File: src/rtl/lmu_pkg.sv
package lmu_pkg;

    // fixed field widths
    localparam int PIX_W = 17;
    localparam int MAG_W = 7;

    // command queue between front and back, depth is a power of two
    localparam int Q_DEPTH = 2;
    localparam int Q_AW    = 1;

    // register indexes on the configuration port
    localparam logic REG_MAG_FACTOR     = 1'b0;
    localparam logic REG_INTERPOLATE_ON = 1'b1;

    // configuration seen by the front
    typedef struct packed {
        logic [MAG_W-1:0] mag_factor;
        logic             interpolate_on;
    } t_cfg;

    // one queued command: a run of results for the back to produce
    typedef struct packed {
        logic                    interp;
        logic signed [PIX_W-1:0] prev;
        logic signed [PIX_W-1:0] cur;
        logic [MAG_W-1:0]        mag;
    } t_cmd;

endpackage

File: src/rtl/lmu_front.sv
module lmu_front #(
    parameter int MAX_MAG = 64
) (
    input  logic                             i_clk,
    input  logic                             i_rst_n,
    input  lmu_pkg::t_cfg                    i_cfg,
    input  logic                             i_valid,
    output logic                             o_stall,
    input  logic signed [lmu_pkg::PIX_W-1:0] i_pixel,
    input  logic                             i_row_end,
    input  logic                             i_q_full,
    output logic                             o_push,
    output lmu_pkg::t_cmd                    o_cmd
);

    logic signed [lmu_pkg::PIX_W-1:0] r_prev, n_prev;
    logic                             r_have, n_have;
    logic [lmu_pkg::MAG_W-1:0]        w_mag;
    logic                             w_accept;

    // clamp the factor to its working range
    always_comb begin
        if (i_cfg.mag_factor == '0) begin
            w_mag = lmu_pkg::MAG_W'(1);
        end else if (i_cfg.mag_factor > lmu_pkg::MAG_W'(MAX_MAG)) begin
            w_mag = lmu_pkg::MAG_W'(MAX_MAG);
        end else begin
            w_mag = i_cfg.mag_factor;
        end
    end

    assign o_stall  = i_q_full;
    assign w_accept = i_valid && !i_q_full;

    // classify the transaction and update the stored pixel
    always_comb begin
        n_prev       = r_prev;
        n_have       = r_have;
        o_push       = 1'b0;
        o_cmd.interp = i_cfg.interpolate_on;
        o_cmd.prev   = r_prev;
        o_cmd.cur    = i_pixel;
        o_cmd.mag    = w_mag;
        if (w_accept) begin
            n_prev = i_pixel;
            if (!i_cfg.interpolate_on) begin
                o_push = 1'b1;
                n_have = 1'b0;
            end else begin
                o_push = r_have;
                n_have = !i_row_end;
            end
        end
    end

    always_ff @(posedge i_clk) begin
        if (!i_rst_n) begin
            r_prev <= '0;
            r_have <= 1'b0;
        end else begin
            r_prev <= n_prev;
            r_have <= n_have;
        end
    end

endmodule

File: src/rtl/lmu_queue.sv
module lmu_queue (
    input  logic          i_clk,
    input  logic          i_rst_n,
    input  logic          i_push,
    input  lmu_pkg::t_cmd i_data,
    output logic          o_full,
    input  logic          i_pop,
    output logic          o_valid,
    output lmu_pkg::t_cmd o_data
);

    lmu_pkg::t_cmd               r_mem [lmu_pkg::Q_DEPTH];
    logic [lmu_pkg::Q_AW-1:0]    r_wptr, n_wptr;
    logic [lmu_pkg::Q_AW-1:0]    r_rptr, n_rptr;
    logic [lmu_pkg::Q_AW:0]      r_count, n_count;
    logic                        w_push, w_pop;

    assign o_full  = (r_count == (lmu_pkg::Q_AW + 1)'(lmu_pkg::Q_DEPTH));
    assign o_valid = (r_count != '0);
    assign o_data  = r_mem[r_rptr];
    assign w_push  = i_push && !o_full;
    assign w_pop   = i_pop && o_valid;

    // pointer and fill count
    always_comb begin
        n_wptr  = r_wptr;
        n_rptr  = r_rptr;
        n_count = r_count;
        if (w_push) begin
            n_wptr = r_wptr + 1'b1;
        end
        if (w_pop) begin
            n_rptr = r_rptr + 1'b1;
        end
        if (w_push && !w_pop) begin
            n_count = r_count + 1'b1;
        end else if (w_pop && !w_push) begin
            n_count = r_count - 1'b1;
        end
    end

    always_ff @(posedge i_clk) begin
        if (!i_rst_n) begin
            r_wptr  <= '0;
            r_rptr  <= '0;
            r_count <= '0;
        end else begin
            r_wptr  <= n_wptr;
            r_rptr  <= n_rptr;
            r_count <= n_count;
        end
    end

    // entry storage
    always_ff @(posedge i_clk) begin
        if (w_push) begin
            r_mem[r_wptr] <= i_data;
        end
    end

endmodule

File: src/rtl/lmu_back.sv
module lmu_back #(
    parameter int FRAC_BITS = 16
) (
    input  logic                             i_clk,
    input  logic                             i_rst_n,
    input  logic                             i_q_valid,
    input  lmu_pkg::t_cmd                    i_q_data,
    output logic                             o_pop,
    output logic                             o_valid,
    input  logic                             i_stall,
    output logic signed [lmu_pkg::PIX_W-1:0] o_pixel,
    output logic                             o_last
);

    localparam int DW = lmu_pkg::PIX_W + FRAC_BITS;
    localparam int AW = lmu_pkg::PIX_W + FRAC_BITS + 2;
    localparam int CW = $clog2(DW + 1);

    typedef enum logic [2:0] {
        ST_IDLE = 3'b001,
        ST_DIV  = 3'b010,
        ST_EMIT = 3'b100
    } t_state;

    t_state                           r_state, n_state;
    logic signed [AW-1:0]             r_acc, n_acc;
    logic signed [AW-1:0]             r_step, n_step;
    logic [lmu_pkg::MAG_W-1:0]        r_cnt, n_cnt;
    logic [lmu_pkg::MAG_W-1:0]        r_div, n_div;
    logic [lmu_pkg::MAG_W-1:0]        r_rem, n_rem;
    logic [DW-1:0]                    r_dvd, n_dvd;
    logic [CW-1:0]                    r_bits, n_bits;
    logic                             r_neg, n_neg;
    logic                             r_ov, n_ov;
    logic signed [lmu_pkg::PIX_W-1:0] r_pix, n_pix;
    logic                             r_last, n_last;

    logic signed [lmu_pkg::PIX_W:0]   w_diff;
    logic [lmu_pkg::PIX_W:0]          w_absd;
    logic [lmu_pkg::MAG_W:0]          w_trial;
    logic                             w_ge;
    logic [DW-1:0]                    w_quo;
    logic signed [AW-1:0]             w_sh;
    logic signed [AW-1:0]             w_trunc;
    logic                             w_rnd;

    assign o_valid = r_ov;
    assign o_pixel = r_pix;
    assign o_last  = r_last;
    assign o_pop   = (r_state == ST_IDLE) && i_q_valid;

    // difference and its magnitude for the divider
    assign w_diff = {i_q_data.cur[lmu_pkg::PIX_W-1], i_q_data.cur}
                  - {i_q_data.prev[lmu_pkg::PIX_W-1], i_q_data.prev};
    assign w_absd = w_diff[lmu_pkg::PIX_W] ? (lmu_pkg::PIX_W + 1)'(-w_diff)
                                           : (lmu_pkg::PIX_W + 1)'(w_diff);

    // one restoring divide step
    assign w_trial = {r_rem, r_dvd[DW-1]};
    assign w_ge    = (w_trial >= {1'b0, r_div});
    assign w_quo   = {r_dvd[DW-2:0], w_ge};

    // accumulator to pixel, truncated toward zero
    assign w_sh    = r_acc >>> FRAC_BITS;
    assign w_rnd   = r_acc[AW-1] && (r_acc[FRAC_BITS-1:0] != '0);
    assign w_trunc = w_sh + AW'(w_rnd);

    always_comb begin
        n_state = r_state;
        n_acc   = r_acc;
        n_step  = r_step;
        n_cnt   = r_cnt;
        n_div   = r_div;
        n_rem   = r_rem;
        n_dvd   = r_dvd;
        n_bits  = r_bits;
        n_neg   = r_neg;
        n_ov    = r_ov;
        n_pix   = r_pix;
        n_last  = r_last;

        // output register drains when taken
        if (!i_stall) begin
            n_ov = 1'b0;
        end

        case (r_state)
            ST_IDLE: begin
                if (i_q_valid) begin
                    n_cnt = i_q_data.mag;
                    n_div = i_q_data.mag;
                    if (i_q_data.interp) begin
                        n_acc   = {{(AW - lmu_pkg::PIX_W){i_q_data.prev[lmu_pkg::PIX_W-1]}},
                                   i_q_data.prev} <<< FRAC_BITS;
                        n_neg   = w_diff[lmu_pkg::PIX_W];
                        n_dvd   = {w_absd[lmu_pkg::PIX_W-1:0], FRAC_BITS'(0)};
                        n_rem   = '0;
                        n_bits  = CW'(DW);
                        n_state = ST_DIV;
                    end else begin
                        n_acc   = {{(AW - lmu_pkg::PIX_W){i_q_data.cur[lmu_pkg::PIX_W-1]}},
                                   i_q_data.cur} <<< FRAC_BITS;
                        n_step  = '0;
                        n_state = ST_EMIT;
                    end
                end
            end
            ST_DIV: begin
                n_rem  = w_ge ? lmu_pkg::MAG_W'(w_trial - {1'b0, r_div})
                              : lmu_pkg::MAG_W'(w_trial);
                n_dvd  = w_quo;
                n_bits = r_bits - 1'b1;
                if (r_bits == CW'(1)) begin
                    n_step  = r_neg ? -$signed(AW'(w_quo)) : $signed(AW'(w_quo));
                    n_state = ST_EMIT;
                end
            end
            ST_EMIT: begin
                if (!r_ov || !i_stall) begin
                    n_ov   = 1'b1;
                    n_pix  = w_trunc[lmu_pkg::PIX_W-1:0];
                    n_last = (r_cnt == lmu_pkg::MAG_W'(1));
                    n_acc  = r_acc + r_step;
                    n_cnt  = r_cnt - 1'b1;
                    if (r_cnt == lmu_pkg::MAG_W'(1)) begin
                        n_state = ST_IDLE;
                    end
                end
            end
            default: begin
                n_state = ST_IDLE;
            end
        endcase
    end

    // control state
    always_ff @(posedge i_clk) begin
        if (!i_rst_n) begin
            r_state <= ST_IDLE;
            r_ov    <= 1'b0;
        end else begin
            r_state <= n_state;
            r_ov    <= n_ov;
        end
    end

    // datapath registers
    always_ff @(posedge i_clk) begin
        r_acc  <= n_acc;
        r_step <= n_step;
        r_cnt  <= n_cnt;
        r_div  <= n_div;
        r_rem  <= n_rem;
        r_dvd  <= n_dvd;
        r_bits <= n_bits;
        r_neg  <= n_neg;
        r_pix  <= n_pix;
        r_last <= n_last;
    end

endmodule

File: src/rtl/line_magnify_upsampler_core.sv
// channel   direction  handshake                  payload
// input     in         i_in_valid / o_in_stall    i_pixel_in, i_row_end
// output    out        o_out_valid / i_out_stall  o_pixel_out, o_run_last
// config    in         psel/penable/pwrite/pready paddr, pwdata, prdata
//
// replication: dispatch, then mag_factor results, one per cycle while i_out_stall is low
// interpolation: dispatch, then a step from the bit-serial restoring
//   divider, then mag_factor results, one per cycle while i_out_stall is low
// mag_factor is taken as 1 when zero and as MAX_MAG above it
// a transaction that only stores its pixel pushes no command from the front
// reset is synchronous, active low; o_in_stall rises while the two-entry
//   command queue is full, and i_out_stall holds the output register and the emit step
module line_magnify_upsampler_core #(
    parameter int MAX_MAG   = 64,
    parameter int FRAC_BITS = 16
) (
    input  logic                             i_clk,
    input  logic                             i_rst_n,
    input  logic                             i_in_valid,
    output logic                             o_in_stall,
    input  logic signed [lmu_pkg::PIX_W-1:0] i_pixel_in,
    input  logic                             i_row_end,
    output logic                             o_out_valid,
    input  logic                             i_out_stall,
    output logic signed [lmu_pkg::PIX_W-1:0] o_pixel_out,
    output logic                             o_run_last,
    input  logic                             psel,
    input  logic                             penable,
    input  logic                             pwrite,
    input  logic [2:0]                       paddr,
    input  logic [31:0]                      pwdata,
    output logic [31:0]                      prdata,
    output logic                             pready
);

    logic [lmu_pkg::MAG_W-1:0] r_mag, n_mag;
    logic                      r_interp, n_interp;
    logic                      w_wr;
    lmu_pkg::t_cfg             w_cfg;
    lmu_pkg::t_cmd             w_push_cmd, w_q_cmd;
    logic                      w_push, w_full, w_pop, w_q_valid;

    assign pready = 1'b1;
    assign w_wr   = psel && penable && pwrite;

    // register writes
    always_comb begin
        n_mag    = r_mag;
        n_interp = r_interp;
        if (w_wr) begin
            case (paddr[2])
                lmu_pkg::REG_MAG_FACTOR:     n_mag    = pwdata[lmu_pkg::MAG_W-1:0];
                lmu_pkg::REG_INTERPOLATE_ON: n_interp = pwdata[0];
                default: begin
                    n_mag = r_mag;
                end
            endcase
        end
    end

    // register reads
    always_comb begin
        case (paddr[2])
            lmu_pkg::REG_MAG_FACTOR:     prdata = {(32 - lmu_pkg::MAG_W)'(0), r_mag};
            lmu_pkg::REG_INTERPOLATE_ON: prdata = {31'd0, r_interp};
            default:                     prdata = '0;
        endcase
    end

    always_ff @(posedge i_clk) begin
        if (!i_rst_n) begin
            r_mag    <= lmu_pkg::MAG_W'(1);
            r_interp <= 1'b0;
        end else begin
            r_mag    <= n_mag;
            r_interp <= n_interp;
        end
    end

    assign w_cfg.mag_factor     = r_mag;
    assign w_cfg.interpolate_on = r_interp;

    lmu_front #(
        .MAX_MAG (MAX_MAG)
    ) u_front (
        .i_clk     (i_clk),
        .i_rst_n   (i_rst_n),
        .i_cfg     (w_cfg),
        .i_valid   (i_in_valid),
        .o_stall   (o_in_stall),
        .i_pixel   (i_pixel_in),
        .i_row_end (i_row_end),
        .i_q_full  (w_full),
        .o_push    (w_push),
        .o_cmd     (w_push_cmd)
    );

    lmu_queue u_queue (
        .i_clk   (i_clk),
        .i_rst_n (i_rst_n),
        .i_push  (w_push),
        .i_data  (w_push_cmd),
        .o_full  (w_full),
        .i_pop   (w_pop),
        .o_valid (w_q_valid),
        .o_data  (w_q_cmd)
    );

    lmu_back #(
        .FRAC_BITS (FRAC_BITS)
    ) u_back (
        .i_clk     (i_clk),
        .i_rst_n   (i_rst_n),
        .i_q_valid (w_q_valid),
        .i_q_data  (w_q_cmd),
        .o_pop     (w_pop),
        .o_valid   (o_out_valid),
        .i_stall   (i_out_stall),
        .o_pixel   (o_pixel_out),
        .o_last    (o_run_last)
    );

endmodule
File: config.mk
export PLATFORM = sky130hd
export DESIGN_NAME = line_magnify_upsampler_core
export DESIGN_NICKNAME = d
export VERILOG_FILES = /design/src/rtl/lmu_pkg.sv /design/src/rtl/lmu_front.sv /design/src/rtl/lmu_queue.sv /design/src/rtl/lmu_back.sv /design/src/rtl/line_magnify_upsampler_core.sv
export SDC_FILE = /design/constraint.sdc
export NUM_CORES = 1
export LEC_CHECK = 0
export ABC_CLOCK_PERIOD_IN_PS = 9300
export BUFFER_PORTS_ARGS = -buffer_cell sky130_fd_sc_hd__buf_2
export CAP_MARGIN = 25
export CORE_MARGIN = 1
export CORE_UTILIZATION = 23
export DETAILED_ROUTE_END_ITERATION = 16
export SYNTH_ARGS = -nofsm -noshare
export SYNTH_HDL_FRONTEND = slang
export SYNTH_SLANG_ARGS = --single-unit
File: constraint.sdc
create_clock -name i_clk -period 9.3 [get_ports i_clk]
set_input_delay 1.395 -clock i_clk [delete_from_list [all_inputs] [get_ports i_clk]]
set_output_delay 1.395 -clock i_clk [all_outputs]
set_load 0.02 [all_outputs]
== After elaboration in Yosys (flattened, before gate mapping) ==
Memory sizes are Yosys's and may differ from the RTL's. A register that Yosys moved wholly into a read port is not among the register bits.
Cells that the tools add are included.
Storage, ports and cells
  bits in registers: 183
  bits in writable memories: 84
  input bits: 60
  output and inout bits: 53
  logic and storage cells: 122
  memories: 1
Memories
  u_queue.r_mem: words 2, width 42, rd ports 1, clocked after Yosys merged registers in 1, write ports 1, line lmu_queue.sv:12  | lmu_pkg::t_cmd r_mem [lmu_pkg::Q_DEPTH];
Operators by class
  add/subtract/negate cells: 12
  magnitude comparators: 2
  eq/ne operators: 12
  muxes and demuxes: 44
  bitwise logic cells: 1
  reduce and logical (&&, ||, !) cells: 31
Operators with widths (count)
  $mux 35: 7
  $pmux 35 s2: 2
  $mux 33: 2
  $pmux 33 s2: 1
  $pmux 32 s2: 1
  $mux 7: 7
  $add 35x35->35: 1
  $neg 33->35: 1
  $pmux 7 s2: 2
  $sub 17x17->18: 1
  $add 17x2->17: 1
  $mux 17: 1
  $neg 17->17: 1
  $reduce_bool 16->1: 1
  $mux 3: 5
  $mux 6: 2
  $pmux 6 s2: 1
  $mux 1: 10
  $ne 2x1->1 const B: 5
  $logic_and 1x1->1: 9
  $pmux 3 s3: 1
  $reduce_and 3->1: 3
  $ge 8x7->1: 1
  $reduce_and 2->1: 4
  other kinds (21): 32

== Depth between registers and ports, before layout ==
  word-level depth: 9
  gate-level depth with buffers: 21
  gate-level depth less buffers: 18

== Modules after synthesis ==
Synthesis repeated with hierarchy kept, for this count alone.
Unflattened totals
  cells, all modules: 1462
  area total of the unflattened synthesis: 15642.5 µm²
Modules (own cells, without submodules)
  lmu_back: instances 1, cells an instance 1125, area each 10816.6 µm², sequential area each 4554.4 µm²
  lmu_queue: instances 1, cells an instance 156, area each 3256.9 µm², sequential area each 2622.5 µm²
  lmu_front: instances 1, cells an instance 110, area each 964.7 µm², sequential area each 360.3 µm²
  line_magnify_upsampler_core: instances 1, cells an instance 71, area each 604.3 µm², sequential area each 160.2 µm²

== Worst setup path after synthesis ==
No wires, ideal clock.
  kind: flip-flop to flip-flop
  start point: reg with a tool-made name
  end point: reg u_back.r_dvd[32] (data pin)
  arrival time: 4499 ps
  data required time: 9026 ps
  path slack: 4527 ps
  stages on the path, launching flop included: 15
  clock period less this slack: 4773 ps
  path through: dfxtp_1 > clkbuf_1 > buf_1 > clkbuf_1 > mux2_2 > ha_1 > o21ai_0 > a21oi_1 > o41a_1 > mux2i_1 > o311ai_0 > nand3_1 > o41a_1 > o311ai_0 > a31oi_1
RTL lines
  end signal, assigned: line lmu_back.sv:154  | r_dvd <= n_dvd;
  end, declared: line lmu_back.sv:31  | logic [DW-1:0] r_dvd, n_dvd;

== Final worst setup path ==
  start point: reg u_back.r_dvd[32]
  end point: reg u_back.r_step[32] (data pin)
Between the ends
  longest elaborated chain between the ends: 5
Ends and longest elaborated chain
  $ge 8x7->1: line lmu_back.sv:60  | assign w_ge = (w_trial >= {1'b0, r_div});
  $neg 33->35: line lmu_back.sv:114  | n_step = r_neg ? -$signed(AW'(w_quo)) : $signed(AW'(w_quo));
  $mux 35: line lmu_back.sv:114
  $mux 35: line lmu_back.sv:113  | if (r_bits == CW'(1)) begin
  $pmux 35 s2: line lmu_back.sv:87  | case (r_state)
  end signal, assigned: line lmu_back.sv:150  | r_step <= n_step;
  end, declared: line lmu_back.sv:27  | logic signed [AW-1:0] r_step, n_step;
No other way between the ends. The select of a mux whose other input is x is not followed.
A chain may end at the register's enable or synchronous reset.

==> impl_metrics.tcl <==
set metrics [dict create \
    status "finished clean" \
    dr.pass1.iters 5 \
    post-route-min-period_ns 5.15 \
    fin_util 0.271 \
    routedWlPerCell_um 15.0 \
    drc 0 \
    worstRegToRegCells 19 \
    critical_path_peak_fanout 15 \
    synth-edff-count 233 \
    period_share 0.553 \
    ant_nets 0 \
    finalPower_mw 6.21 \
    dpl-instance-area_mm2 0.0161 \
    clock_path_buffers 3 \
    ys_warn_count 0 \
    grt_overflow 0 \
    grt_pass1_vias 10100 \
    r2r_slack_ns 4.15 \
    num_rows 92 \
    p_leak_nw 6.31 \
    multiInputGateArea_mm2 0.00679 \
    critPathLaunchType "flip-flop" \
    grt_usage 0.102 \
    design_area_mm2 0.0172 \
    htreeDepth 1 \
    setup_viol 0 \
    max_slew.worst_pin.slew_ns 1.04 \
    via_per_inst 4.48 \
    min_from "u_front.r_prev[4]" \
    grt_max_degree 63 \
    cts_tree "yes" \
    required_ns 9.62 \
    cp-end-kind "flip-flop" \
    seq_area_mm2 0.00770 \
    die_area_mm2 0.0659 \
    p_per_area_mw_per_mm2 360 \
    clock_sinks 268 \
    numCtsBuffers 31 \
    drt_wl_total_um 34500 \
    peakVddDrop_uv 208 \
    fin_skew_ns 0.0204 \
    hold_class "flip-flop to flip-flop" \
    preCtsSetupSlack_ns 4.23 \
    setup-tns-final_ns 0 \
    maxCapViolations 0 \
    grt_pass1_wl_um 55200 \
    busiest_layer "met2" \
    met2_usage 0.172 \
    timing_worst_setup_path_type "flip-flop to flip-flop" \
    synth_top_area_frac 0.469 \
    worst_slack_ns 4.15 \
    cp_data_arrival_time_ns 5.47 \
    drive_gt1_frac 0.116 \
    dp_hpwl_um 25300 \
    io_pins 113 \
    core_mm2 0.0635 \
    synth.area.top_cells "edfxtp_1, ha_1, dfxtp_1" \
    synth_ff_type "edfxtp_1" \
    ctsResizeCount 0 \
    cts-root-buf "clkbuf_16" \
    nFillCells 6678 \
    cts_hold_buf 0 \
    synth_area_mm2 0.0149 \
    r2r-end "u_back.r_step[32]" \
    rsz0062_at_grt "false" \
    synth-seq-area-share 0.516 \
    hold_end "u_queue.r_mem[0][28]" \
    grt_util_met3 0.0146 \
    timing.rr.start "u_back.r_dvd[32]" \
    die_y_um 257 \
    slew_headroom 0.309 \
    synth_area_leader_cell "edfxtp_1" \
    slew_violations 0 \
    vias 10300 \
    fmax_mhz 194 \
    initial_core_util 0.235 \
    ys_seq_elements 268 \
    hold_viol 0 \
    synth_cell_types 65 \
    netlist_instances 1385 \
    post-cts-setup-buffers 0 \
    antenna_found_initial 3 \
    port_buffers 59 \
    final_nets 1561 \
    holdPathStages 0 \
    synth.avg_cell_area_um2 10.8 \
    clock_latency_ns 0.59 \
    grtUsageMet1 0.138 \
    syn2layout_area_growth_pct 15.6 \
    drt_iter0_markers 715 \
    die_x_um 257 \
    path_clk_slew_ns 0.06 \
    async_reset_ff_frac 0 \
    routabilityCongestion 0.855 \
]
==> worst max-delay path: stages (launching register included) <==
cell	delay [ns]
edfxtp_1	0.42
inv_1	0.08
ha_1	0.18
fa_1	0.20
nor2b_1	0.06
o21ai_0	0.22
a21boi_0	0.17
o21a_1	0.20
o21ai_0	0.15
buf_4	0.17
and2_1	0.57
ha_1	0.31
nand2b_1	0.09
or3_1	0.37
or2_2	0.41
or3_1	0.42
or3_1	0.41
o31ai_2	0.22
xor2_1	0.17
nor2_1	0.05
==> stage by stage <==
step / hold WS [ns] / instances
global route: 0.466 / 2303
floorplan: 0.425 / 1409
global placement: 0.432 / 2240
detailed placement: 0.439 / 2244
CTS: 0.454 / 2302
finish: 0.453 / 2304
==> registers in the layout, summed over array words and instances (netlist names), named ones only <==
signal	flops
u_back.r_cnt	7
u_queue.r_wptr	1
u_queue.r_count	2
u_back.o_pixel	17
u_back.r_acc	35
u_back.r_rem	7
u_back.r_bits	6
u_back.o_valid	1
u_front.r_have	1
u_back.o_last	1
u_front.r_prev	17
u_back.r_state	3
r_mag	7
u_queue.r_rptr	1
u_back.r_step	35
u_back.r_div	7
r_interp	1
u_back.r_dvd	33
u_queue.r_mem	84
u_back.r_neg	1
==> cells in the mapped netlist (35+ instances only) <==
cell        n
xnor2_1    56
inv_1      41
xor2_1     56
nand2_1   107
a21oi_1    97
nand2b_1   39
edfxtp_1  233
dfxtp_1    35
ha_1       67
o21ai_0    55
nor2_1    128
clkbuf_1   51
==> cell usage in the layout (no fill, tap or decap), drive strengths merged, types with 4 or more instances in the layout <==
cell | netlist | layout
a211o | 4 | 4
a211oi | 8 | 8
a21boi | 28 | 28
a21o | 33 | 33
a21oi | 97 | 97
a31oi | 8 | 8
a41oi | 4 | 4
and2 | 12 | 12
and3 | 23 | 23
buf | 30 | 70
clkbuf | 51 | 45
clkinv | 1 | 8
conb | 2 | 26
dfxtp | 35 | 35
edfxtp | 233 | 233
ha | 67 | 67
inv | 41 | 44
mux2 | 25 | 25
mux2i | 27 | 27
nand2 | 107 | 107
nand2b | 39 | 39
nand3 | 33 | 33
nand4 | 14 | 14
nor2 | 128 | 128
nor2b | 22 | 22
nor3 | 16 | 16
nor3b | 6 | 6
nor4 | 9 | 9
o211ai | 8 | 8
o21a | 11 | 11
o21ai | 56 | 56
o21bai | 9 | 9
o31ai | 15 | 15
o41ai | 11 | 11
or2 | 7 | 7
or3 | 12 | 12
or4 | 9 | 9
xnor2 | 56 | 56
xor2 | 56 | 56
==> per-layer routing <==
metal  vias to the layer above  wire length, µm  part of all wire
li1                       5107                -                 -
met1                      4957            16000              0.46
met2                       227            16400              0.47
met3                        42             1500             0.044
met4                         0              612             0.018
met5                         -                0                 0
==> kinds of logic (layout without fill, tap and decap cells) <==
group	count (synthesis)	after routing	share of synthesized area
buffers and inverters	123	170	0.0375
DFF	268	268	0.516
AOI/OAI and AO/OA	314	314	0.137
muxes	52	52	0.0370
and+or+nand+nor	444	444	0.146
xor gates and xnor gates	112	112	0.0658
adders and majority gates	70	70	0.0602
other	2	28	0.000504
==> worst max path at each step <==
stage                           from           endpoint  slack [ns]  cells after the start
finish              u_back.r_dvd[32]  u_back.r_step[32]        4.15                     19
CTS                 u_back.r_dvd[32]  u_back.r_step[32]        4.20                     19
global route        u_back.r_dvd[32]  u_back.r_step[32]        3.87                     19
detailed placement   u_back.r_rem[1]  u_back.r_step[32]        4.23                     17
global placement    u_back.r_dvd[32]  u_back.r_step[32]        4.20                     19
floorplan                  flip-flop   u_back.r_dvd[32]        4.53                     14
==> where the power goes <==
group	switching (mW)	internal, mW
clock network	0.495	0.781
registers	0.248	1.81
logic	1.74	1.14
total	2.48	3.73
==> area by class of cell <==
| cell class | count | share of cell area |
|---|---|---|
| sequential | 268 | 0.447 |
| multi-input combinational | 1018 | 0.394 |
| tap | 846 | 0.0614 |
| clock buffer | 45 | 0.0541 |
| timing repair buffer | 70 | 0.0254 |
| clock inverter | 13 | 0.00929 |
| inverter | 42 | 0.00914 |
| antenna | 2 | 0.000290 |
Power figures use the tool's default switching activity.
